[config.mk]
export PLATFORM = sky130hd
export DESIGN_NAME = pfd_mul
export DESIGN_NICKNAME = d
export VERILOG_FILES = /design/src/sv/pfd_pkg.sv /design/src/sv/pfd_mul.sv
export SDC_FILE = /design/constraint.sdc
export NUM_CORES = 2
export LEC_CHECK = 0
export BUFFER_PORTS_ARGS = -buffer_cell sky130_fd_sc_hd__buf_2
export CAP_MARGIN = 15
export CORE_AREA = 5 5 320 322
export DETAILED_ROUTE_END_ITERATION = 8
export DIE_AREA = 0 0 325 327
export GPL_ROUTABILITY_DRIVEN = 1
export PLACE_DENSITY_LB_ADDON = 0.2
export SLEW_MARGIN = 15
export SYNTH_ARGS = -nofsm -noshare
export SYNTH_HDL_FRONTEND = slang
export SYNTH_SLANG_ARGS = --single-unit
export TNS_END_PERCENT = 10
[constraint.sdc]
create_clock -name clk -period 18.4 [get_ports clk]
set_input_delay 0.92 -clock clk [delete_from_list [all_inputs] [get_ports clk]]
set_output_delay 0.92 -clock clk [all_outputs]
set_load 0.01 [all_outputs]
[src/sv/pfd_pkg.sv]
package pfd_pkg;

    // Field and datapath widths
    localparam int VAL_W   = 32;
    localparam int ACC_W   = 48;
    localparam int DT_W    = 24;
    localparam int FRAC_W  = 16;
    localparam int TFRAC_W = 24;
    localparam int LIM_W   = 31;
    localparam int ALPHA_W = 17;
    localparam int MUL_W   = 33;
    localparam int PROD_W  = 2 * MUL_W;
    localparam int WIDE_W  = 82;
    localparam int TERM_W  = 62;
    localparam int QUOT_W  = 48;
    localparam int REM_W   = 32;
    localparam int CNT_W   = 6;
    localparam int ADDR_W  = 5;
    localparam int DATA_W  = 32;

    // Filter weight of one (no filtering)
    localparam logic [ALPHA_W-1:0] ALPHA_ONE = 17'd65536;

    // Smallest integral gain that enables the windup clamp is GI_THRESH + 1
    localparam logic signed [VAL_W-1:0] GI_THRESH = VAL_W'((2 ** FRAC_W) / 10000);

    // Saturation bound of the integral product term, 2^60
    localparam logic signed [PROD_W-1:0] TERM_LIM = PROD_W'(64'h1000_0000_0000_0000);

    // Divider step counts: windup bound and raw derivative
    localparam logic [CNT_W-1:0] ITER_BOUND = 6'd48;
    localparam logic [CNT_W-1:0] ITER_RAW   = 6'd32;

    // Register map, index = paddr[4:2]
    typedef enum logic [2:0] {
        REG_GAIN_P,
        REG_GAIN_I,
        REG_GAIN_D,
        REG_DRIVE_LIM,
        REG_WINDUP_LIM,
        REG_ALPHA,
        REG_ENABLE
    } reg_idx_t;

    // Sequencer states
    typedef enum logic [4:0] {
        ST_IDLE,
        ST_MUL_P,
        ST_MUL_E,
        ST_ACC,
        ST_DIVB,
        ST_CLAMP,
        ST_ILO,
        ST_IHI,
        ST_IACC,
        ST_ISAT,
        ST_DIVR,
        ST_RAW,
        ST_F1,
        ST_F2,
        ST_FACC,
        ST_FILT,
        ST_MULD,
        ST_DTERM,
        ST_DONE
    } state_t;

    // Sequencer to datapath control
    typedef struct packed {
        state_t state;
        logic   accept;
        logic   div_start;
        logic   load_out;
    } seq_ctl_t;

endpackage

[src/sv/pfd_mul.sv]
module pfd_mul
    import pfd_pkg::*;
(
    input  logic                     clk,
    input  logic signed [MUL_W-1:0]  op_a,
    input  logic signed [MUL_W-1:0]  op_b,
    output logic signed [PROD_W-1:0] prod
);

    logic signed [PROD_W-1:0] prod_reg;
    logic signed [PROD_W-1:0] prod_next;

    // Signed 33x33 product, registered
    assign prod_next = op_a * op_b;

    always_ff @(posedge clk)
    begin
        prod_reg <= prod_next;
    end

    assign prod = prod_reg;

endmodule

== Word level (Yosys, flattened, before mapping) ==
Cells that the tools add are included.

* Input port bits: 67
* Register bits after elaboration: 66
* Logic and storage cells: 2
* Output and inout bits: 66

* $mul: 1

{| class="wikitable"
|+ Operators by type and width
! operator !! number
|-
| multiplier 33 x 33 -> 66 bit || 1
|}

== Longest topological paths before layout ==
* Depth in word-level cells: 1
* Mapped depth: 29
* Mapped depth without buffers: 27

== Least setup slack after synthesis ==
OpenSTA, ideal clock, no wires.

* Path kind: input to register
* Start: input port op_a[32]
* End: register prod_reg[65], in the netlist prod[65]
* Cell stages on the path: 22
* Data arrival time: 8069 ps
* Path buffers: 2
* Library setup time: 72 ps
* Slack: 10259 ps
* Required time: 18328 ps
* Cells stage by stage: clkbuf_1 nand2_1 inv_1 fa_1 fa_1 fa_1 fa_1 fa_1 fa_1 fa_1 inv_1 fa_1 inv_1 ha_1 clkbuf_1 a21o_1 a21o_1 a221o_1 a31oi_2 o211ai_1 o41ai_2 xnor2_1

* Word-level cells in the longest chain between the ends: 1

{| class="wikitable"
|+ RTL lines
! element !! RTL line !! RTL
|-
| start, declared || pfd_mul.sv:5 || <nowiki>input logic signed [MUL_W-1:0] op_a,</nowiki>
|-
| multiplier 33 x 33 -> 66 bit || pfd_mul.sv:14 || <nowiki>assign prod_next = op_a * op_b;</nowiki>
|-
| named net prod_next[65] || pfd_mul.sv:11 || <nowiki>logic signed [PROD_W-1:0] prod_next;</nowiki>
|-
| end signal, assigned || pfd_mul.sv:18 || <nowiki>prod_reg <= prod_next;</nowiki>
|-
| end, declared || pfd_mul.sv:10 || <nowiki>logic signed [PROD_W-1:0] prod_reg;</nowiki>
|}

The timed path passes the listed nets, and every way through them passes these cells.

== Final worst setup path ==
* Start: input port op_b[6]
* End: register prod_reg[60], in the netlist prod[60]

* Word-level cells in the longest chain between the ends: 1

{| class="wikitable"
|+ RTL lines
! element !! RTL line !! RTL
|-
| start, declared || pfd_mul.sv:6 || <nowiki>input logic signed [MUL_W-1:0] op_b,</nowiki>
|-
| multiplier 33 x 33 -> 66 bit || pfd_mul.sv:14 ||
|-
| named net prod_next[60] || pfd_mul.sv:11 ||
|}

The timed path passes the listed nets, and every way through them passes these cells.

==> results.sh <==
export IMPL_rsz0062_at_grt="no"
export IMPL_cap_violations=0
export IMPL_worst_pin_slew_ns=1.20
export IMPL_timing_fmax_mhz=110
export IMPL_ant_nets=0
export IMPL_grt_pass1_wl_um=185000
export IMPL_ys_seq_elements=66
export IMPL_yosys_warnings=0
export IMPL_fin_util_pct=42.6
export IMPL_synth_area_top_cells="fa_1, inv_1, and2_1"
export IMPL_final_layout_size_suffix_gt1_share_pct=4.43
export IMPL_hold_slack_ns=1.11
export IMPL_fin_area_um2=42300
export IMPL_path_buf_inv=6
export IMPL_slowest_stage="fa_1"
export IMPL_ys_types=61
export IMPL_hold_buffers=0
export IMPL_yosysTopAreaCellShare_pct=56.8
export IMPL_ys_flop_type="dfxtp_1"
export IMPL_synth_most_common_cell="fa_1"
export IMPL_gp_congestion=0.865
export IMPL_hpwl_um=89700
export IMPL_clockBufferDepth=2
export IMPL_drc=0
export IMPL_postCtsResizedCells=0
export IMPL_wl_um=114000
export IMPL_drt_iter0_markers=1602
export IMPL_fill_cells=9905
export IMPL_end_kind="flop"
export IMPL_start_util_pct=40.7
export IMPL_synth_async_reset_ratio_pct=0
export IMPL_grtUsageTotal_pct=22.6
export IMPL_cp_max_fo=33
export IMPL_worstSetupPathType="in2reg"
export IMPL_synthXorXnorAreaFrac_pct=1.63
export IMPL_dieArea_um2=106000
export IMPL_fin_nets=5672
export IMPL_vias=27900
export IMPL_status="finished, final reports clean"
export IMPL_hold_class="in2reg"
export IMPL_cts_root_buf="clkbuf_16"
export IMPL_die_h_um=327
export IMPL_synth_area_leader_cell="fa_1"
export IMPL_synth_top_family_by_area="adder cells"
export IMPL_coreArea_um2=99300
export IMPL_timing_final_hold_violations=0
export IMPL_synth_nets=5731
export IMPL_crit_path_max_incr_delay_ns=1.16
export IMPL_cp_common_cell="fa_1"
export IMPL_grt_pass1_vias=31000
export IMPL_synth_edf_count=0
export IMPL_io_buffer_count=132
export IMPL_cp_data_arrival_time_ns=9.42
export IMPL_synth_compound_area_share_pct=3.60
export IMPL_io_pin_count=133
export IMPL_syn2layout_area_growth_pct=4.74
export IMPL_synth_cells=4302
export IMPL_fin_crit_sh_pct=49.4
export IMPL_ys_seq_area_share_pct=3.27
export IMPL_synth_area_per_cell_um2=9.38
export IMPL_synth_mux_area_share_pct=0
export IMPL_synth_simple_area_share_pct=15.4
export IMPL_wl_per_cell_um=20.6
export IMPL_first_pass_iters=5
export IMPL_antenna_found_initial=19
export IMPL_tns_ns=0
export IMPL_synthesis_area_um2=40400
export IMPL_cts_clk_slew_worst_paths_ns=0.06
export IMPL_crit_required_ns=18.74
export IMPL_synth_top_cells_by_count="fa_1, inv_1, and2_1"
export IMPL_viasPerCell=5.03
export IMPL_largest_reg_flops=66
export IMPL_drv_slew=0
export IMPL_regArea_um2=1320
export IMPL_setup_violations_final=0
export IMPL_num_rows=116
export IMPL_cts_tree="yes"
export IMPL_critPathLaunchType="input port"
export IMPL_dpl_cell_area_um2=42000
export IMPL_grt_ovfl_total=0
export IMPL_relSlewSlack_pct=19.5
export IMPL_cts_made_buffers=9
export IMPL_multi_input_area_um2=34000
export IMPL_die_w_um=325
export IMPL_synthAdderAreaFrac_pct=63.5
export IMPL_htree_levels=3
export IMPL_period_needed_ns=9.08
export IMPL_crit_family="adder cells"
export IMPL_crit_chain="buf_2 -> nand2_1 -> inv_1 -> fa_1 -> fa_1 -> inv_1 -> fa_1 -> inv_1 -> fa_1 -> fa_1 -> fa_1 -> fa_1 -> inv_1 -> fa_1 -> inv_1 -> ha_1 -> a21o_1 -> a211o_1 -> or2_2 -> a2111oi_2 -> nor2_1 -> a21oi_1 -> xnor2_1"
export IMPL_cts_num_sinks=66
export IMPL_post_cts_buffers=0
export IMPL_grt_max_degree=34
==> cells by family after synthesis <==
family                   after synthesis
adder cells (fa/ha/maj)             1362
XOR/XNOR                              75
AO/OA/AOI/OAI                        217
AND/OR/NAND/NOR                     1228
flip-flops                            66
buffers and inverters               1354
==> cells in the final DEF (no fill, tap or decap), drive strengths merged, types with 10 or more instances in the layout <==
cell type  netlist  final
and2           563    563
xor2            20     20
ha             217    217
a21oi           73     73
xnor2           55     55
fa            1145   1145
a31oi           10     10
a21o            28     28
o21ai           43     43
dfxtp           66     66
inv           1133   1133
buf              1    151
nor2            47     47
nand2          543    543
nand3           18     18
clkbuf         220     11
==> routing by layer <==
layer | GRT usage, % | wire (µm)
met1 | 31.2 | 49400
met2 | 38.1 | 55400
met5 | 0 | 115
met4 | 5.26 | 2850
met3 | 3.06 | 6470
==> final cells by class <==
cell class | instances | share of cell area (%)
multi-input cells | 2882 | 80.3
inverters | 1133 | 10.1
well taps | 1298 | 3.84
flip-flops and latches | 66 | 3.13
repair buffers | 151 | 1.90
clock buffers | 11 | 0.550
clock inverters | 5 | 0.186
diodes | 5 | 0.0296
==> path summary, 6_finish.rpt <==
| path | from | end | cells after the start |
|---|---|---|---|
| worst min-delay path | op_b[0] | prod[0]$_DFF_P_ | 3 |
| worst max-delay path | op_b[6] | prod[60]$_DFF_P_ | 23 |
==> metrics by stage <==
stage	setup slack (ns)	cells
after global routing	8.91	5547
after floorplan	10.26	4302
after global placement	8.90	5530
after detailed placement	8.91	5530
after CTS	9.31	5546
final	9.32	5551
Power is left out: the tool's default activity adds up to more than one toggle a clock period on the data nets, which glitch-free logic cannot reach.
