==> src/sv/pfd_pkg.sv <==
package pfd_pkg;

    // Field and datapath widths
    localparam int VAL_W   = 32;
    localparam int ACC_W   = 48;
    localparam int DT_W    = 24;
    localparam int FRAC_W  = 16;
    localparam int TFRAC_W = 24;
    localparam int LIM_W   = 31;
    localparam int ALPHA_W = 17;
    localparam int MUL_W   = 33;
    localparam int PROD_W  = 2 * MUL_W;
    localparam int WIDE_W  = 82;
    localparam int TERM_W  = 62;
    localparam int QUOT_W  = 48;
    localparam int REM_W   = 32;
    localparam int CNT_W   = 6;
    localparam int ADDR_W  = 5;
    localparam int DATA_W  = 32;

    // Filter weight of one (no filtering)
    localparam logic [ALPHA_W-1:0] ALPHA_ONE = 17'd65536;

    // Smallest integral gain that enables the windup clamp is GI_THRESH + 1
    localparam logic signed [VAL_W-1:0] GI_THRESH = VAL_W'((2 ** FRAC_W) / 10000);

    // Saturation bound of the integral product term, 2^60
    localparam logic signed [PROD_W-1:0] TERM_LIM = PROD_W'(64'h1000_0000_0000_0000);

    // Divider step counts: windup bound and raw derivative
    localparam logic [CNT_W-1:0] ITER_BOUND = 6'd48;
    localparam logic [CNT_W-1:0] ITER_RAW   = 6'd32;

    // Register map, index = paddr[4:2]
    typedef enum logic [2:0] {
        REG_GAIN_P,
        REG_GAIN_I,
        REG_GAIN_D,
        REG_DRIVE_LIM,
        REG_WINDUP_LIM,
        REG_ALPHA,
        REG_ENABLE
    } reg_idx_t;

    // Sequencer states
    typedef enum logic [4:0] {
        ST_IDLE,
        ST_MUL_P,
        ST_MUL_E,
        ST_ACC,
        ST_DIVB,
        ST_CLAMP,
        ST_ILO,
        ST_IHI,
        ST_IACC,
        ST_ISAT,
        ST_DIVR,
        ST_RAW,
        ST_F1,
        ST_F2,
        ST_FACC,
        ST_FILT,
        ST_MULD,
        ST_DTERM,
        ST_DONE
    } state_t;

    // Sequencer to datapath control
    typedef struct packed {
        state_t state;
        logic   accept;
        logic   div_start;
        logic   load_out;
    } seq_ctl_t;

endpackage

==> src/sv/pfd_div.sv <==
module pfd_div
    import pfd_pkg::*;
(
    input  logic              clk,
    input  logic              rst_n,
    input  logic              start,
    input  logic [REM_W-1:0]  rem_init,
    input  logic [QUOT_W-1:0] dividend,
    input  logic [REM_W-1:0]  divisor,
    input  logic [CNT_W-1:0]  iters,
    output logic              busy,
    output logic [QUOT_W-1:0] quot
);

    logic              busy_reg, busy_next;
    logic [CNT_W-1:0]  cnt_reg, cnt_next;
    logic [REM_W-1:0]  rem_reg, rem_next;
    logic [QUOT_W-1:0] dvd_reg, dvd_next;
    logic [REM_W-1:0]  dvs_reg, dvs_next;
    logic [REM_W:0]    shifted;
    logic [REM_W:0]    trial;
    logic              fits;

    // One restoring step: dividend bits leave at the top, quotient bits enter below
    assign shifted = {rem_reg, dvd_reg[QUOT_W-1]};
    assign trial   = shifted - {1'b0, dvs_reg};
    assign fits    = (shifted >= {1'b0, dvs_reg});

    always_comb
    begin
        busy_next = busy_reg;
        cnt_next  = cnt_reg;
        rem_next  = rem_reg;
        dvd_next  = dvd_reg;
        dvs_next  = dvs_reg;
        if (start)
        begin
            busy_next = 1'b1;
            cnt_next  = iters;
            rem_next  = rem_init;
            dvd_next  = dividend;
            dvs_next  = divisor;
        end
        else if (busy_reg)
        begin
            cnt_next  = cnt_reg - 1'b1;
            busy_next = (cnt_reg != CNT_W'(1));
            rem_next  = fits ? trial[REM_W-1:0] : shifted[REM_W-1:0];
            dvd_next  = {dvd_reg[QUOT_W-2:0], fits};
        end
    end

    // Control
    always_ff @(posedge clk or negedge rst_n)
    begin
        if (!rst_n)
        begin
            busy_reg <= 1'b0;
            cnt_reg  <= '0;
        end
        else
        begin
            busy_reg <= busy_next;
            cnt_reg  <= cnt_next;
        end
    end

    // Operands
    always_ff @(posedge clk)
    begin
        rem_reg <= rem_next;
        dvd_reg <= dvd_next;
        dvs_reg <= dvs_next;
    end

    assign busy = busy_reg;
    assign quot = dvd_reg;

    // A new request never lands on a running divide
    a_no_restart: assert property (@(posedge clk) disable iff (!rst_n)
        start |-> !busy_reg)
        else $error("divider started while busy");

endmodule

==> config.mk <==
export PLATFORM = sky130hd
export DESIGN_NAME = pfd_div
export DESIGN_NICKNAME = d
export VERILOG_FILES = /design/src/sv/pfd_pkg.sv /design/src/sv/pfd_div.sv
export SDC_FILE = /design/constraint.sdc
export NUM_CORES = 1
export LEC_CHECK = 0
export BUFFER_PORTS_ARGS = -buffer_cell sky130_fd_sc_hd__buf_2
export CAP_MARGIN = 15
export CORE_MARGIN = 2
export CORE_UTILIZATION = 30
export CTS_CLUSTER_SIZE = 28
export DETAILED_ROUTE_END_ITERATION = 12
export PLACE_DENSITY = 0.46
export SYNTH_ARGS = -nofsm -noshare
export SYNTH_HDL_FRONTEND = slang
export SYNTH_SLANG_ARGS = --single-unit
==> constraint.sdc <==
create_clock -name clk -period 3.4 [get_ports clk]
set_clock_uncertainty 0.1 [all_clocks]
set_input_delay 0.34 -clock clk [delete_from_list [all_inputs] [get_ports clk]]
set_output_delay 0.34 -clock clk [all_outputs]
set_load 0.05 [all_outputs]
After elaboration in Yosys (flattened, before gate mapping)

Index checks and enable logic that the tools add are counted.

Add/subtract/negate cells: 2
Magnitude comparators: 1
Eq/ne operators: 1
Multiplexer cells: 9
Reduce and logical (&&, ||, !) cells: 1

Operators by type and width:

| kind                | number |
|---|---|
| $mux 32             | 3 |
| $mux 48             | 2 |
| $ge 33x32->1        | 1 |
| $sub 32x32->32      | 1 |
| $mux 6              | 2 |
| $ne 6x1->1 const B  | 1 |
| $sub 6x1->6 const B | 1 |
| $mux 1              | 2 |
| $reduce_bool 2->1   | 1 |

Bits in registers: 119
Input bits: 121
Output and inout bits: 49
Logic and storage cells: 19

Longest topological paths before layout

Word-level depth: 4
Gate-level depth with buffers: 14
Depth with buffers taken out: 12

Least setup slack after synthesis

Ideal clock, no wire load.

Path type: register to register
From: reg dvd_reg[47], in the netlist quot[47]
To: reg rem_reg[22] (data pin)
Library setup time: 150 ps
Arrival: 2893 ps
Required time: 3150 ps
Slack: 256 ps
Stages on the path, launching flop included: 13
Path buffers: 0
Period minus slack after synthesis: 3144 ps
Cells stage by stage: edfxtp_1 -> inv_1 -> ha_1 -> inv_1 -> fa_1 -> a211oi_1 -> o21ai_0 -> o211ai_1 -> a21oi_1 -> o21ai_1 -> nor2_1 -> or4_4 -> o211ai_2

Cells in the longest elaborated chain, start to end: 4
Elaborated cells on any way between the ends: 5
Classes of those cells: add/sub (1); order compare (1); mux (3)

Ends and longest elaborated chain:

| element                                        | RTL line                     | source |
|---|---|---|
| start: declaration                             | pfd_div.sv:18                | `logic [QUOT_W-1:0] dvd_reg, dvd_next;` |
| start signal: assignment                       | pfd_div.sv:72                | `dvd_reg <= dvd_next;` |
| $sub 32x32->32 or $ge 33x32->1 (tied branches) | pfd_div.sv:26, pfd_div.sv:27 |  |
| $mux 32 *                                      | pfd_div.sv:48                | `rem_next = fits ? trial[REM_W-1:0] : shifted[REM_W-1:0];` |
| $mux 32 *                                      | pfd_div.sv:44                | `else if (busy_reg)` |
| $mux 32 *                                      | pfd_div.sv:36                | `if (start)` |
| via rem_next[22]                               | pfd_div.sv:17                | `logic [REM_W-1:0] rem_reg, rem_next;` |
| end signal: assignment                         | pfd_div.sv:71                | `rem_reg <= rem_next;` |
| end: declaration                               | pfd_div.sv:17                |  |

The timed path passes the listed nets; every way through them passes the cells marked *. The select of a mux whose other input is x is not followed.
A chain may end at the register's enable or synchronous reset.

Worst setup path after layout

From: reg rem_reg[0]
To: reg rem_reg[3] (data pin)

Cells in the longest elaborated chain, start to end: 4
Elaborated cells on any way between the ends: 5
Classes of those cells: add/sub (1); order compare (1); mux (3)

Ends and longest elaborated chain:

| element                                        | RTL line |
|---|---|
| $sub 32x32->32 or $ge 33x32->1 (tied branches) | pfd_div.sv:26, pfd_div.sv:27 |
| $mux 32 *                                      | pfd_div.sv:48 |
| $mux 32 *                                      | pfd_div.sv:44 |
| $mux 32 *                                      | pfd_div.sv:36 |
| via rem_next[3]                                | pfd_div.sv:17 |

Marked as above.

==> impl_metrics.py <==
metrics = {
    "routing": {
        "drt_pass1_iterations": 6,
        "wirelength_um": 18100,
        "antenna_left": 0,
        "wl_per_cell_um": 16.4,
        "route.vias.total": 5372,
        "route.detailed.drc": 0,
        "drtIter0Drc": 218,
        "vias_per_cell": 4.87,
    },
    "synth": {
        "synth_cell_types": 59,
        "synth_mux_area_share_pct": 8.94,
        "synth_area_um2": 6970,
        "ys_warn_count": 0,
        "synth_top_family_by_area": "compound AO/OA/AOI/OAI gates",
        "synth_area_per_cell_um2": 11.4,
        "synth_compound_area_share_pct": 14.9,
        "ys_seq_elements": 119,
        "synth_ff_type": "edfxtp_1",
        "async_flop_share_pct": 5.88,
        "netlist_instances": 609,
        "synth-simple-area-share_pct": 10.6,
        "synth_edf_count": 112,
        "mappedNetlistNets": 765,
        "yosys.area_share.adder_pct": 6.39,
        "ys_seq_area_share_pct": 50.8,
        "synthXorXnorAreaFrac_pct": 4.15,
    },
    "worst_setup_path": {
        "cp_max_fo": 43,
        "crit_path_start": "rem_reg[0]$_DFFE_PP_",
        "worstPathRequired_ns": 3.47,
        "critPathKind": "reg2reg",
        "reg2reg_from": "rem_reg[0]$_DFFE_PP_",
        "crit_buf_inv": 1,
        "cp-start-kind": "flop",
        "ff2ff_setup_slack_ns": 0.28,
        "slowest_stage": "edfxtp_1",
        "cp_top_family": "compound AO/OA/AOI/OAI gates",
        "worstPathCellList": "ha_1 > nor2b_1 > o31a_2 > o211ai_2 > nand3_2 > a31oi_2 > o21a_2 > buf_12 > a2111oi_0 > a221o_1",
        "slowest_delay_ns": 0.45,
        "cp.arrival_ns": 3.19,
        "cp-end-kind": "flop",
    },
    "placement": {
        "gp_congestion": 0.822,
        "io_buffers": 169,
        "dp_cells": 1037,
        "postPlaceCellArea_um2": 8110,
        "dpl.hpwl_um": 12800,
    },
    "timing": {
        "hold_viol": 0,
        "rsz0062_at_grt": "no",
        "tightest_slew_ns": 0.662,
        "finalMaxSlewViolations": 0,
        "max_freq_mhz": 320,
        "finalCritPeriodShare_pct": 91.8,
        "holdWs_ns": 0.0247,
        "setup-violations-final": 0,
        "fin_crit_ns": 3.12,
        "slew_headroom_pct": 55.7,
        "setup-tns-final_ns": 0,
    },
    "pwr": {
        "pwr-share-seq_pct": 31.3,
        "p_comb_share_pct": 45.1,
        "intPower_uw": 4240,
        "p_switching_uw": 2780,
        "power_uw": 7010,
        "powerDensity_nw_per_um2": 781,
        "p_leak_uw": 0.00382,
        "power.share.clock_pct": 23.6,
        "irDropWorstVdd_mv": 0.306,
        "switching_share_pct": 39.6,
    },
    "clock_network": {
        "cts_buffer_depth": 2,
        "clk_latency_ns": 0.42,
        "clk_transition_reported_paths_ns": 0.06,
        "cts.sinks": 119,
        "cts-buffers-inserted": 17,
        "cts_tree": "built",
        "post-cts-setup-buffers": 0,
        "cts-root-buf": "clkbuf_16",
        "h-tree-depth": 4,
    },
    "cells_and_area": {
        "syn_to_final_growth_pct": 28.8,
        "nets": 960,
        "ff_latch_area_um2": 3540,
        "final_cell_count_no_fill": 1103,
        "largest_reg_flops": 48,
        "drive_gt1_share_pct": 32.8,
        "multi_input_comb_area_um2": 3140,
        "fin_area_um2": 8970,
        "nFillCells": 2275,
    },
    "die": {
        "rows": 55,
        "core_region_area_um2": 22700,
        "io_pins": 170,
        "initial_core_util_pct": 30.7,
        "die_w_um": 156,
        "die_y_um": 156,
        "die_area_um2": 24500,
    },
    "global_route": {
        "grt_pass1_vias": 5675,
        "grt_usage_pct": 15.1,
        "grt_max_degree": 119,
        "grt_first_pass_wirelength_um": 28900,
        "globalRouteOverflowTotal": 0,
        "antenna_found_initial": 3,
    },
    "worst_hold_path": {
        "hp-start": "iters[4]",
        "min_path_type": "in2reg",
    },
    "status": {
        "status": "finished clean",
    },
    "job": {
        "max_cap_violations": 0,
    },
}
## cell usage in the layout, fill, tap and decap left out, types with 16 or more instances in the layout
cell,instances
mux2_2,50
clkbuf_16,17
inv_1,41
nor2_1,24
xnor2_1,16
a21o_1,16
a21oi_1,28
buf_2,168
xor2_1,17
ha_1,34
dlygate4sd3_1,33
edfxtp_1,112
nand2_1,60
o21ai_0,25
## metrics by stage
| step | setup WS (ns) | util [%] |
|---|---|---|
| floorplan | 0.256 | - |
| global placement | 0.279 | 35.7 |
| detailed placement | 0.242 | 35.7 |
| CTS | 0.217 | 39.4 |
| global route | 0.0488 | 39.5 |
| finish | 0.277 | 39.5 |
## Yosys cell counts, drive strengths merged (2+ instances only)
cell type	count	area share, %
a31oi	8	0.90
inv	41	2.2
and3b	4	0.50
buf	16	1.3
o21bai	3	0.32
o211ai	11	1.3
nand3	9	0.72
mux2	50	8.1
nand4	5	0.54
or2	3	0.27
o21a	6	0.65
a211o	3	0.38
a21boi	2	0.22
and2	2	0.18
ha	34	6.1
nor2	24	1.3
nor4b	2	0.25
nand2	60	3.2
edfxtp	112	48
a221o	6	0.86
or3	2	0.18
nor3	7	0.50
xor2	17	2.1
and3	2	0.18
o31ai	5	0.54
xnor2	16	2.0
clkbuf	14	0.75
a221oi	2	0.25
a21o	16	1.7
nand2b	3	0.27
nor2b	7	0.63
mux2i	6	0.86
a22oi	4	0.43
a211oi	2	0.22
dfrtp	7	2.5
a2111oi	2	0.25
nand3b	15	1.6
a21oi	31	2.4
o21ai	28	2.0
o311ai	14	1.8
## logic make-up after synthesis
logic type	after synthesis
mux	56
flops	119
fa+ha+maj	35
xor+xnor	33
buf+inv	71
compound gates	148
simple gates	147
## timing repair
action / CTS / global route
gates resized for setup: 0 / 1
endpoints found under the hold margin: 37 / 2
hold buffers: 31 / 2
setup endpoints to repair: 0 / 1
## final cells by class
type | count | area share [%]
Antenna cell | 1 | 0.0279
Clock buffer | 18 | 4.78
Clock inverter | 14 | 1.14
Inverter | 41 | 1.71
Multi-Input combinational cell | 419 | 35.0
Sequential cell | 119 | 39.4
Tap cell | 285 | 3.97
Timing Repair Buffer | 206 | 13.9
## layer usage
layer,share of wire [%],up-vias,track usage [%]
met5,0.13,-,0
met3,6.8,15,6.04
met1,45,2522,18.2
met4,0.97,4,4.15
met2,47,156,25.1
li1,-,2675,-
## power by group through the flow
| stage | clock network, uW | registers, uW | logic, uW |
|---|---|---|---|
| after floorplan | 0 | 2450 | 2170 |
| after global placement | 0 | 2220 | 3110 |
| after detailed placement | 0 | 2220 | 3120 |
| after CTS | 1720 | 2200 | 3160 |
| after global routing | 1780 | 2240 | 3510 |
| final | 1650 | 2200 | 3160 |
## final timing paths
| path | cells after the start | to |
|---|---|---|
| min in group asynchronous | 2 | cnt_reg[4]$_DFFE_PN0P_ |
| worst min register to register | 1 | quot[17]$_DFFE_PP_ |
| worst max register to register | 10 | rem_reg[3]$_DFFE_PP_ |
| worst min-delay path | 3 | cnt_reg[4]$_DFFE_PN0P_ |
| worst max-delay path | 10 | rem_reg[3]$_DFFE_PP_ |
| max in group asynchronous | 2 | cnt_reg[1]$_DFFE_PN0P_ |
## worst register-to-register path, delay by kind of cell, from the launching register on
kind | cells | cell delay (ns)
AO/OA/AOI/OAI | 6 | 1.41
adder cells (fa/ha/maj) | 1 | 0.33
flip-flops | 1 | 0.45
buffers and inverters | 1 | 0.26
AND/OR/NAND/NOR | 2 | 0.31
Note: power is estimated with default switching activity, not from simulation.
