**src/sv/pfd_pkg.sv**
```systemverilog
package pfd_pkg;

    // Field and datapath widths
    localparam int VAL_W   = 32;
    localparam int ACC_W   = 48;
    localparam int DT_W    = 24;
    localparam int FRAC_W  = 16;
    localparam int TFRAC_W = 24;
    localparam int LIM_W   = 31;
    localparam int ALPHA_W = 17;
    localparam int MUL_W   = 33;
    localparam int PROD_W  = 2 * MUL_W;
    localparam int WIDE_W  = 82;
    localparam int TERM_W  = 62;
    localparam int QUOT_W  = 48;
    localparam int REM_W   = 32;
    localparam int CNT_W   = 6;
    localparam int ADDR_W  = 5;
    localparam int DATA_W  = 32;

    // Filter weight of one (no filtering)
    localparam logic [ALPHA_W-1:0] ALPHA_ONE = 17'd65536;

    // Smallest integral gain that enables the windup clamp is GI_THRESH + 1
    localparam logic signed [VAL_W-1:0] GI_THRESH = VAL_W'((2 ** FRAC_W) / 10000);

    // Saturation bound of the integral product term, 2^60
    localparam logic signed [PROD_W-1:0] TERM_LIM = PROD_W'(64'h1000_0000_0000_0000);

    // Divider step counts: windup bound and raw derivative
    localparam logic [CNT_W-1:0] ITER_BOUND = 6'd48;
    localparam logic [CNT_W-1:0] ITER_RAW   = 6'd32;

    // Register map, index = paddr[4:2]
    typedef enum logic [2:0] {
        REG_GAIN_P,
        REG_GAIN_I,
        REG_GAIN_D,
        REG_DRIVE_LIM,
        REG_WINDUP_LIM,
        REG_ALPHA,
        REG_ENABLE
    } reg_idx_t;

    // Sequencer states
    typedef enum logic [4:0] {
        ST_IDLE,
        ST_MUL_P,
        ST_MUL_E,
        ST_ACC,
        ST_DIVB,
        ST_CLAMP,
        ST_ILO,
        ST_IHI,
        ST_IACC,
        ST_ISAT,
        ST_DIVR,
        ST_RAW,
        ST_F1,
        ST_F2,
        ST_FACC,
        ST_FILT,
        ST_MULD,
        ST_DTERM,
        ST_DONE
    } state_t;

    // Sequencer to datapath control
    typedef struct packed {
        state_t state;
        logic   accept;
        logic   div_start;
        logic   load_out;
    } seq_ctl_t;

endpackage

```
**src/sv/pfd_seq.sv**
```systemverilog
module pfd_seq
    import pfd_pkg::*;
(
    input  logic     clk,
    input  logic     rst_n,
    input  logic     in_valid,
    input  logic     skip,
    input  logic     div_busy,
    input  logic     out_free,
    output seq_ctl_t ctl
);

    state_t state_reg, state_next;

    // Next state
    always_comb
    begin
        state_next = state_reg;
        case (state_reg)
            ST_IDLE:  if (in_valid) state_next = skip ? ST_DONE : ST_MUL_P;
            ST_MUL_P: state_next = ST_MUL_E;
            ST_MUL_E: state_next = ST_ACC;
            ST_ACC:   state_next = ST_DIVB;
            ST_DIVB:  if (!div_busy) state_next = ST_CLAMP;
            ST_CLAMP: state_next = ST_ILO;
            ST_ILO:   state_next = ST_IHI;
            ST_IHI:   state_next = ST_IACC;
            ST_IACC:  state_next = ST_ISAT;
            ST_ISAT:  state_next = ST_DIVR;
            ST_DIVR:  if (!div_busy) state_next = ST_RAW;
            ST_RAW:   state_next = ST_F1;
            ST_F1:    state_next = ST_F2;
            ST_F2:    state_next = ST_FACC;
            ST_FACC:  state_next = ST_FILT;
            ST_FILT:  state_next = ST_MULD;
            ST_MULD:  state_next = ST_DTERM;
            ST_DTERM: state_next = ST_DONE;
            ST_DONE:  if (out_free) state_next = ST_IDLE;
            default:  state_next = ST_IDLE;
        endcase
    end

    // Outputs
    always_comb
    begin
        ctl.state     = state_reg;
        ctl.accept    = (state_reg == ST_IDLE) && in_valid;
        ctl.div_start = (state_reg == ST_ACC) || (state_reg == ST_ISAT);
        ctl.load_out  = (state_reg == ST_DONE) && out_free;
    end

    always_ff @(posedge clk or negedge rst_n)
    begin
        if (!rst_n)
            state_reg <= ST_IDLE;
        else
            state_reg <= state_next;
    end

    // An accepted request always leaves idle
    a_accept_leaves_idle: assert property (@(posedge clk) disable iff (!rst_n)
        ctl.accept |=> (state_reg == ST_MUL_P || state_reg == ST_DONE))
        else $error("accepted request did not start");

endmodule

```
**config.mk**
```make
export PLATFORM = sky130hd
export DESIGN_NAME = pfd_seq
export DESIGN_NICKNAME = d
export VERILOG_FILES = /design/src/sv/pfd_pkg.sv /design/src/sv/pfd_seq.sv
export SDC_FILE = /design/constraint.sdc
export NUM_CORES = 1
export LEC_CHECK = 0
export BUFFER_PORTS_ARGS = -buffer_cell sky130_fd_sc_hd__buf_2
export CAP_MARGIN = 10
export CORE_AREA = 8 8 45 47
export DETAILED_ROUTE_END_ITERATION = 6
export DIE_AREA = 0 0 53 55
export SLEW_MARGIN = 20
export SYNTH_ARGS = -nofsm -noshare
export SYNTH_HDL_FRONTEND = slang
export SYNTH_SLANG_ARGS = --single-unit
```
**constraint.sdc**
```tcl
create_clock -name clk -period 1.7 [get_ports clk]
set_clock_uncertainty 0.1 [all_clocks]
set_input_delay 0.085 -clock clk [delete_from_list [all_inputs] [get_ports clk]]
set_output_delay 0.085 -clock clk [all_outputs]
set_load 0.01 [all_outputs]
```
Yosys cells after proc, flatten, opt, wreduce, memory -nomap -nowiden
Index checks and enable logic that the tools add are counted.
{ "totals": {"elab_cells": 34, "rom_bits": 0, "out_inout_bits": 8, "in_bits": 6, "n_memories": 0, "ramBits": 0, "register_bits": 5, "latchBits": 0} }
{ "op_classes": {"reduce_logical": 5, "n_addsub": 0, "n_mul": 0, "div_mod_pow": 0, "n_eq_ne": 22, "bitwise": 0, "n_mux": 6, "n_shift": 0, "magnitude_cmp": 0} }
{ "op_table": {"columns": ["operator", "n"], "rows": [
  ["one-hot mux 5 bit (19 select lines)", 1],
  ["== test 5 x 4 -> 1 bit, second input constant", 8],
  ["2-to-1 mux 5 bit", 5],
  ["== test 5 x 3 -> 1 bit, second input constant", 4],
  ["== test 5 bit, second input constant", 3],
  ["== test 5 x 2 -> 1 bit, second input constant", 2],
  ["!= test 2 bit, second input constant", 4],
  ["== test 5 x 1 -> 1 bit, second input constant", 1],
  ["logical NOT 5 bit", 1],
  ["AND reduction 4 bit", 1],
  ["logical AND 1 bit", 2],
  ["logical OR 1 bit", 1]
]} }

Depth between registers and ports, before layout
Gate-level depths: netlist of the first run.
{ "logic_depth": {"depth_word": 3, "mapped_depth": 5, "ltp_nobuf": 4} }

Worst setup path before layout of the first run
Ideal clock, no wire load.
{ "synth_path": {"path_kind": "register to output", "start": "register state_reg[1]", "end": "output port ctl[2] in the netlist's numbering", "n_path_buf": 1, "path_stages_with_launch": 4, "arrival_time_ns": 1.386, "setup_slack_ns": 0.129, "required_time_ns": 1.515, "path_cell_list": "dfrtp_1 > buf_6 > or3_4 > nor4b_1"} }
{ "synth_rtl": {"columns": ["element", "line", "source"], "rows": [
  ["from (decl)", "pfd_seq.sv:13", "state_t state_reg, state_next;"],
  ["from (signal assigned)", "pfd_seq.sv:57", "state_reg <= state_next;"],
  ["to (decl)", "pfd_seq.sv:10", "output seq_ctl_t ctl"]
]} }

==> results.cfg, run 1 <==
[status]
status = completed

[synthesis]
yosysSeqAreaShare = 0.357
yosys_warnings = 0
synth_area_um2 = 350
syn_inst = 40
synth-seq-cells = 5
syn-mean-instance-area_um2 = 8.76
syn-num-nets = 46
synth_cell_type_count = 24

[setup_path]
crit_path_start = state_reg[2]
critPathCaptureType = output pin
cp_slowest_cell = or3_4
critPathLaunchType = flop
r2r_start = state_reg[2]
max_stage_delay_ns = 0.42
cp.required_ns = 1.51
crit_type = reg -> out
worstSetupPathDepth = 3
crit-reg2reg-capture = state_reg[0]
critPathBufInv = 1
cp_cell_sequence = or3_4 > nor4b_4 > buf_2
rrSetupSlack_ns = 0.18
worstPathArrival_ns = 1.42
critical_path.endpoint = ctl[2]
path_delay_family = simple AND/OR/NAND/NOR gates
path_max_fanout = 4
r2r_cells = 4

[floorplan]
die_x_um = 53
coreArea_mm2 = 0.00138
start_util = 0.253
rows = 14
die_h_um = 55
pin_count = 14
die_area_mm2 = 0.00292

[final_layout]
multi_input_area_um2 = 213
antenna-diode-count = 0
synthToLayoutAreaGrowth_pct = 51.1
final_util = 0.382
register_area_um2 = 129
finalNetCount = 70
num-fill-cells = 147
postLayoutCellArea_um2 = 529
largest_reg_flops = 5
drive_gt1_frac = 0.476

[grt]
grt_use_total = 0.0703
grt_pass1_vias = 359
grt_use_met3 = 0.0348
grt_antenna_before_repair = 0
met1_usage = 0.0755
grtUsageMet2 = 0.111
grt_first_pass_wirelength_um = 1480
gr-max-usage-layer = met2
overflow = 0
grt_max_degree = 16

[routing]
via_per_inst = 4.75
via_count = 375
wl_um = 979
detail-route-antenna-nets = 0
drc = 0
first_iter_violations = 8
wl_per_cell_um = 12.4
firstDrtPassIters = 4

[flow_run]
cap_violations = 0

[timing]
fmax_mhz = 622
hold_viol_final = 0
worst_slew_pin_slew_ns = 0.501
period_share = 0.945
fin_tns_setup_ns = 0
rsz0062_at_grt = false
slew_violations = 0
finalCriticalPeriod_ns = 1.61
setup_viol = 0
slew_headroom = 0.666

[hold_path]
hold_class = in -> reg

[clocking]
cts_root_buf = clkbuf_4
htree_num_levels = 1
cts_tree = yes
clk_latency_ns = 0.24
cts_buffer_depth = 2
clkSinkCount = 5
numCtsBuffers = 3
clk_pin_slew_ns = 0.04

[placement]
hpwl_um = 702
gp_congestion = 0.809
io_buffers = 13
placed_area_um2 = 427

[pwr]
power_leakage_nw = 0.246
ir_worst_vdd_uv = 995
p_per_area_mw_per_mm2 = 1980
placed cells by master, fill, tap and decap left out:
cell           synthesis  layout
buf_2                  1      13
nor3_1                 1       1
nor3b_1                1       1
inv_1                  3       3
nand3_1                1       1
o32a_2                 1       1
and3b_2                1       1
nand2_1                3       3
a2111oi_2              1       1
o211ai_1               1       1
a222oi_1               1       1
clkbuf_4               0       3
nand4_1                1       1
nor2_1                 6       6
xnor2_1                2       2
xor2_1                 1       1
dlygate4sd3_1          0       2
dfrtp_2                0       3
nor4b_4                0       1
or3_4                  1       1
nor2b_1                1       1
buf_4                  0       6
a21oi_1                2       2
o21ai_0                1       1
dfrtp_1                5       2
nor4_1                 2       2
o22ai_1                1       1
clkbuf_1               0       1
final cells by class:
type                            count  share of cell area
Clock buffer                        4              0.0496
Multi-Input combinational cell     30               0.402
Timing Repair Buffer               21               0.246
Tap cell                           16              0.0378
Inverter                            3              0.0213
Sequential cell                     5               0.243
how the worst min path moves through the flow:
stage / depth (start not counted) / slack [ns] / endpoint / startpoint
3_5_place_dp: 1 / -0.20 / state_reg[1] / rst_n
6_report: 3 / 0.08 / state_reg[1] / skip
2_1_floorplan: 0 / -0.31 / state_reg[0] / rst_n
3_3_place_gp: 1 / -0.20 / state_reg[1] / rst_n
4_1_cts: 2 / 0.08 / state_reg[1] / rst_n
5_1_grt: 2 / 0.09 / state_reg[0] / rst_n
synthesized netlist by cell type:
master	count	share of area
xnor2_1	2	0.050
a2111oi_2	1	0.043
o22ai_1	1	0.018
nand2_1	3	0.032
inv_1	3	0.032
a222oi_1	1	0.029
or3_4	1	0.032
nor4b_1	1	0.025
o32a_2	1	0.032
buf_2	1	0.014
nand3_1	1	0.014
buf_6	1	0.032
nor3b_1	1	0.021
xor2_1	1	0.025
nand4_1	1	0.018
a21oi_1	2	0.029
dfrtp_1	5	0.36
o21ai_0	1	0.014
and3b_2	1	0.029
nor4_1	2	0.036
o211ai_1	1	0.021
nor2b_1	1	0.018
nor2_1	6	0.064
nor3_1	1	0.014
logic make-up (layout without fill, tap and decap cells):
kind of cell,count (synthesis),count (layout),synth area share
AO/OA/AOI/OAI,8,8,0.186
XOR/XNOR,3,3,0.0750
buffers and inverters,5,28,0.0786
flip-flops,5,5,0.357
AND/OR/NAND/NOR,19,19,0.304
through the flow:
step	hold WS [ns]	worst slack, ns	power [W]	instances
after floorplan	-0.311	0.129	0.000643	40
after detailed placement	-0.198	0.188	0.000793	68
after CTS	0.0828	0.0288	0.000987	76
after global routing	0.0870	0.00824	0.00114	79
final	0.0800	0.0931	0.00105	79
after global placement	-0.198	0.199	0.000794	68
power by group:
part | internal (W) | leakage (nW) | switching, W
registers | 0.000187 | 0.0586 | 0.000112
clock network | 0.0000885 | 0.0150 | 0.0000455
logic | 0.000309 | 0.173 | 0.000307
repair_timing:
action                                 4_1_cts  5_1_grt
pin swaps                                    0        2
buffers inserted                             2        3
setup endpoints to repair                    1        1
hold buffers                                 2        0
resized for setup                            3        2
endpoints found under the hold margin        6        0
routing by layer:
layer | vias to the layer above | share of wire
met4 | 0 | 0
met2 | 7 | 0.53
li1 | 190 | -
met5 | - | 0
met3 | 0 | 0.044
met1 | 178 | 0.43
tightest hold or removal path: cells and delay by family:
| family | cells | cell delay (ns) |
|---|---|---|
| buffers and inverters | 1 | 0.11 |
| AO/OA/AOI/OAI | 2 | 0.16 |
No activity file was read; power rests on OpenSTA's default activity.
==> run 2, diff against run 1 <==
--- a/config.mk
+++ b/config.mk
@@ -5,7 +5,8 @@
 export SDC_FILE = /design/constraint.sdc
 export NUM_CORES = 1
 export LEC_CHECK = 0
-export BUFFER_PORTS_ARGS = -buffer_cell sky130_fd_sc_hd__buf_2
+export ABC_AREA = 1
+export BUFFER_PORTS_ARGS = -buffer_cell sky130_fd_sc_hd__buf_4
 export CAP_MARGIN = 10
 export CORE_AREA = 8 8 45 47
 export DETAILED_ROUTE_END_ITERATION = 6
==> results.cfg, run 2 <==
[status]
status = completed

[synthesis]
yosysTopAreaCell = dfrtp_1
synth_top_area_share = 0.267
yosysSeqAreaShare = 0.267
syn_inst = 76
yosys_warnings = 0
synth_cell_type_count = 16
syn-num-nets = 82
async_reset_ff_frac = 1.00
syn-mean-instance-area_um2 = 6.16
synth.most_common_cell = nand2_1
synth_area_um2 = 468
yosys-top-cells-area = dfrtp_1 (27%), nand2_1 (18%), nand3_1 (12%)
synth-seq-cells = 5
synth_top_flop_cell = dfrtp_1
synth_edf_count = 0
synth_common_cells = nand2_1 (23), nand3_1 (11), nor2_1 (9), inv_1 (8), dfrtp_1 (5)

[grt]
gr-max-usage-layer = met2
grt_use_total = 0.0982
overflow = 0
grt_use_met3 = 0.0401
grt_antenna_before_repair = 0
met1_usage = 0.112
grt_pass1_vias = 532
grt_first_pass_wirelength_um = 2200
grtUsageMet2 = 0.150
grt_max_degree = 9

[setup_path]
critPathCaptureType = output pin
critPathBufInv = 2
r2r_cells = 7
path_max_fanout = 8
worstSetupPathDepth = 5
path_delay_family = flip-flops
crit_type = reg -> out
max_stage_delay_ns = 0.45
worstPathArrival_ns = 1.42
crit_path_start = state_reg[4]
critPathLaunchType = flop
cp_cell_sequence = inv_2 > nand2_1 > nor2_2 > a32o_1 > buf_4
cp_slowest_cell = dfrtp_1
r2r_start = state_reg[3]
cp.required_ns = 1.51

[routing]
wl_um = 1330
drc = 0
first_iter_violations = 20
via_count = 597
via_per_inst = 5.43
detail-route-antenna-nets = 0
wl_per_cell_um = 12.1
firstDrtPassIters = 4

[flow_run]
cap_violations = 0

[clocking]
cts_root_buf = clkbuf_4
post_cts.repair.setup_buffers = 0
clk_latency_ns = 0.25
htree_num_levels = 1
clk_pin_slew_ns = 0.05
clkSinkCount = 5
cts_buffer_depth = 2
numCtsBuffers = 3
cts_tree = yes

[pwr]
p_int_w = 0.000544
ir_worst_vdd_uv = 852
switching_power_w = 0.000618
netSwitchingFraction = 0.532
power_w = 0.00116
comb_power_share = 0.618
p_per_area_mw_per_mm2 = 1860
seqPwrFrac = 0.261
p_clk_frac = 0.121
power_leakage_nw = 0.344

[final_layout]
drive_gt1_frac = 0.277
register_area_um2 = 125
multi_input_area_um2 = 298
final_cell_mix = nand2_1 (23), buf_4 (13), nand3_1 (11)
antenna-diode-count = 0
largest_reg_flops = 5
num-fill-cells = 148
synthToLayoutAreaGrowth_pct = 33.4
postLayoutCellArea_um2 = 624
finalNetCount = 101
final_common_cell = nand2_1

[floorplan]
die_area_mm2 = 0.00292
pin_count = 14
coreArea_mm2 = 0.00138
rows = 14
die_x_um = 53
die_h_um = 55
start_util = 0.338

[timing]
fin_tns_setup_ns = 0
fmax_mhz = 622
hold_viol_final = 0
slew_violations = 0
slew_headroom = 0.749
worst_slew_pin_slew_ns = 0.376
hold_slack_ns = 0.0346
rsz0062_at_grt = false
period_share = 0.945
setup_viol = 0
finalCriticalPeriod_ns = 1.61

[placement]
io_buffers = 13
placed_area_um2 = 586
hpwl_um = 1020
gp_congestion = 0.919

[hold_path]
hold_class = in -> reg
holdPathStages = 4
min-delay-start = div_busy
run 2: cell types whose count changed in the layout (fill, tap and decap cells not counted), sizes merged, moves of 2 or more:
cell,previous run,this run
a21oi,2,0
o211ai,1,3
nand2,3,23
nor4,2,0
nand3,1,12
buf,19,13
nor2,6,13
xnor2,2,0
inv,3,12
nand4,1,4
run 2: final cells by class:
cell class / instances / area share
Tap cell: 16 / 0.0321
Multi-Input combinational cell: 59 / 0.477
Timing Repair Buffer: 14 / 0.172
Inverter: 12 / 0.0762
Sequential cell: 5 / 0.200
Clock buffer: 4 / 0.0421
run 2: logic make-up (layout without fill, tap and decap cells):
family / count (synthesis) / after routing / synth area share
buffers and inverters: 12 / 30 / 0.102
and+or+nand+nor: 53 / 53 / 0.535
AOI/OAI and AO/OA: 6 / 6 / 0.0962
DFF: 5 / 5 / 0.267
run 2: final timing paths:
check	slack [ns]	endpoint
max	0.09	ctl[1]
min	0.03	state_reg[0]
max reg2reg	0.26	state_reg[1]
min reg2reg	0.53	state_reg[1]
max in group asynchronous	1.30	state_reg[1]
min in group asynchronous	0.07	state_reg[4]
run 2: timing repair:
item	4_1_cts	5_1_grt
resized for setup	0	1
hold endpoints to repair	5	0
hold buffers	1	0
endpoints found under the setup margin	0	1
run 2: per-stage QoR:
stage / setup WS (ns) / utilization / instances
floorplan: 0.398 / - / 76
global placement: 0.269 / 0.423 / 105
detailed placement: 0.273 / 0.423 / 105
CTS: 0.0741 / 0.449 / 110
global route: 0.0310 / 0.451 / 110
finish: 0.0935 / 0.451 / 110
run 2: layer usage:
metal / share of wire / routed length [um]
met1: 0.40 / 532
met5: 0 / 0
met4: 0.024 / 32
met2: 0.46 / 614
met3: 0.11 / 146
run 2: worst reg2reg max path: cells and delay by family (launching register included):
family	cells	cell delay [ns]
and+or+nand+nor	7	0.77
DFF	1	0.50
run 2: power by group through the flow:
stage,Combinational (W),Sequential [W],Clock [W]
6_report,0.000717,0.000303,0.000141
3_5_place_dp,0.000703,0.000300,0
2_1_floorplan,0.000468,0.000302,0
5_1_grt,0.000813,0.000311,0.000152
3_3_place_gp,0.000710,0.000306,0
4_1_cts,0.000710,0.000299,0.000144
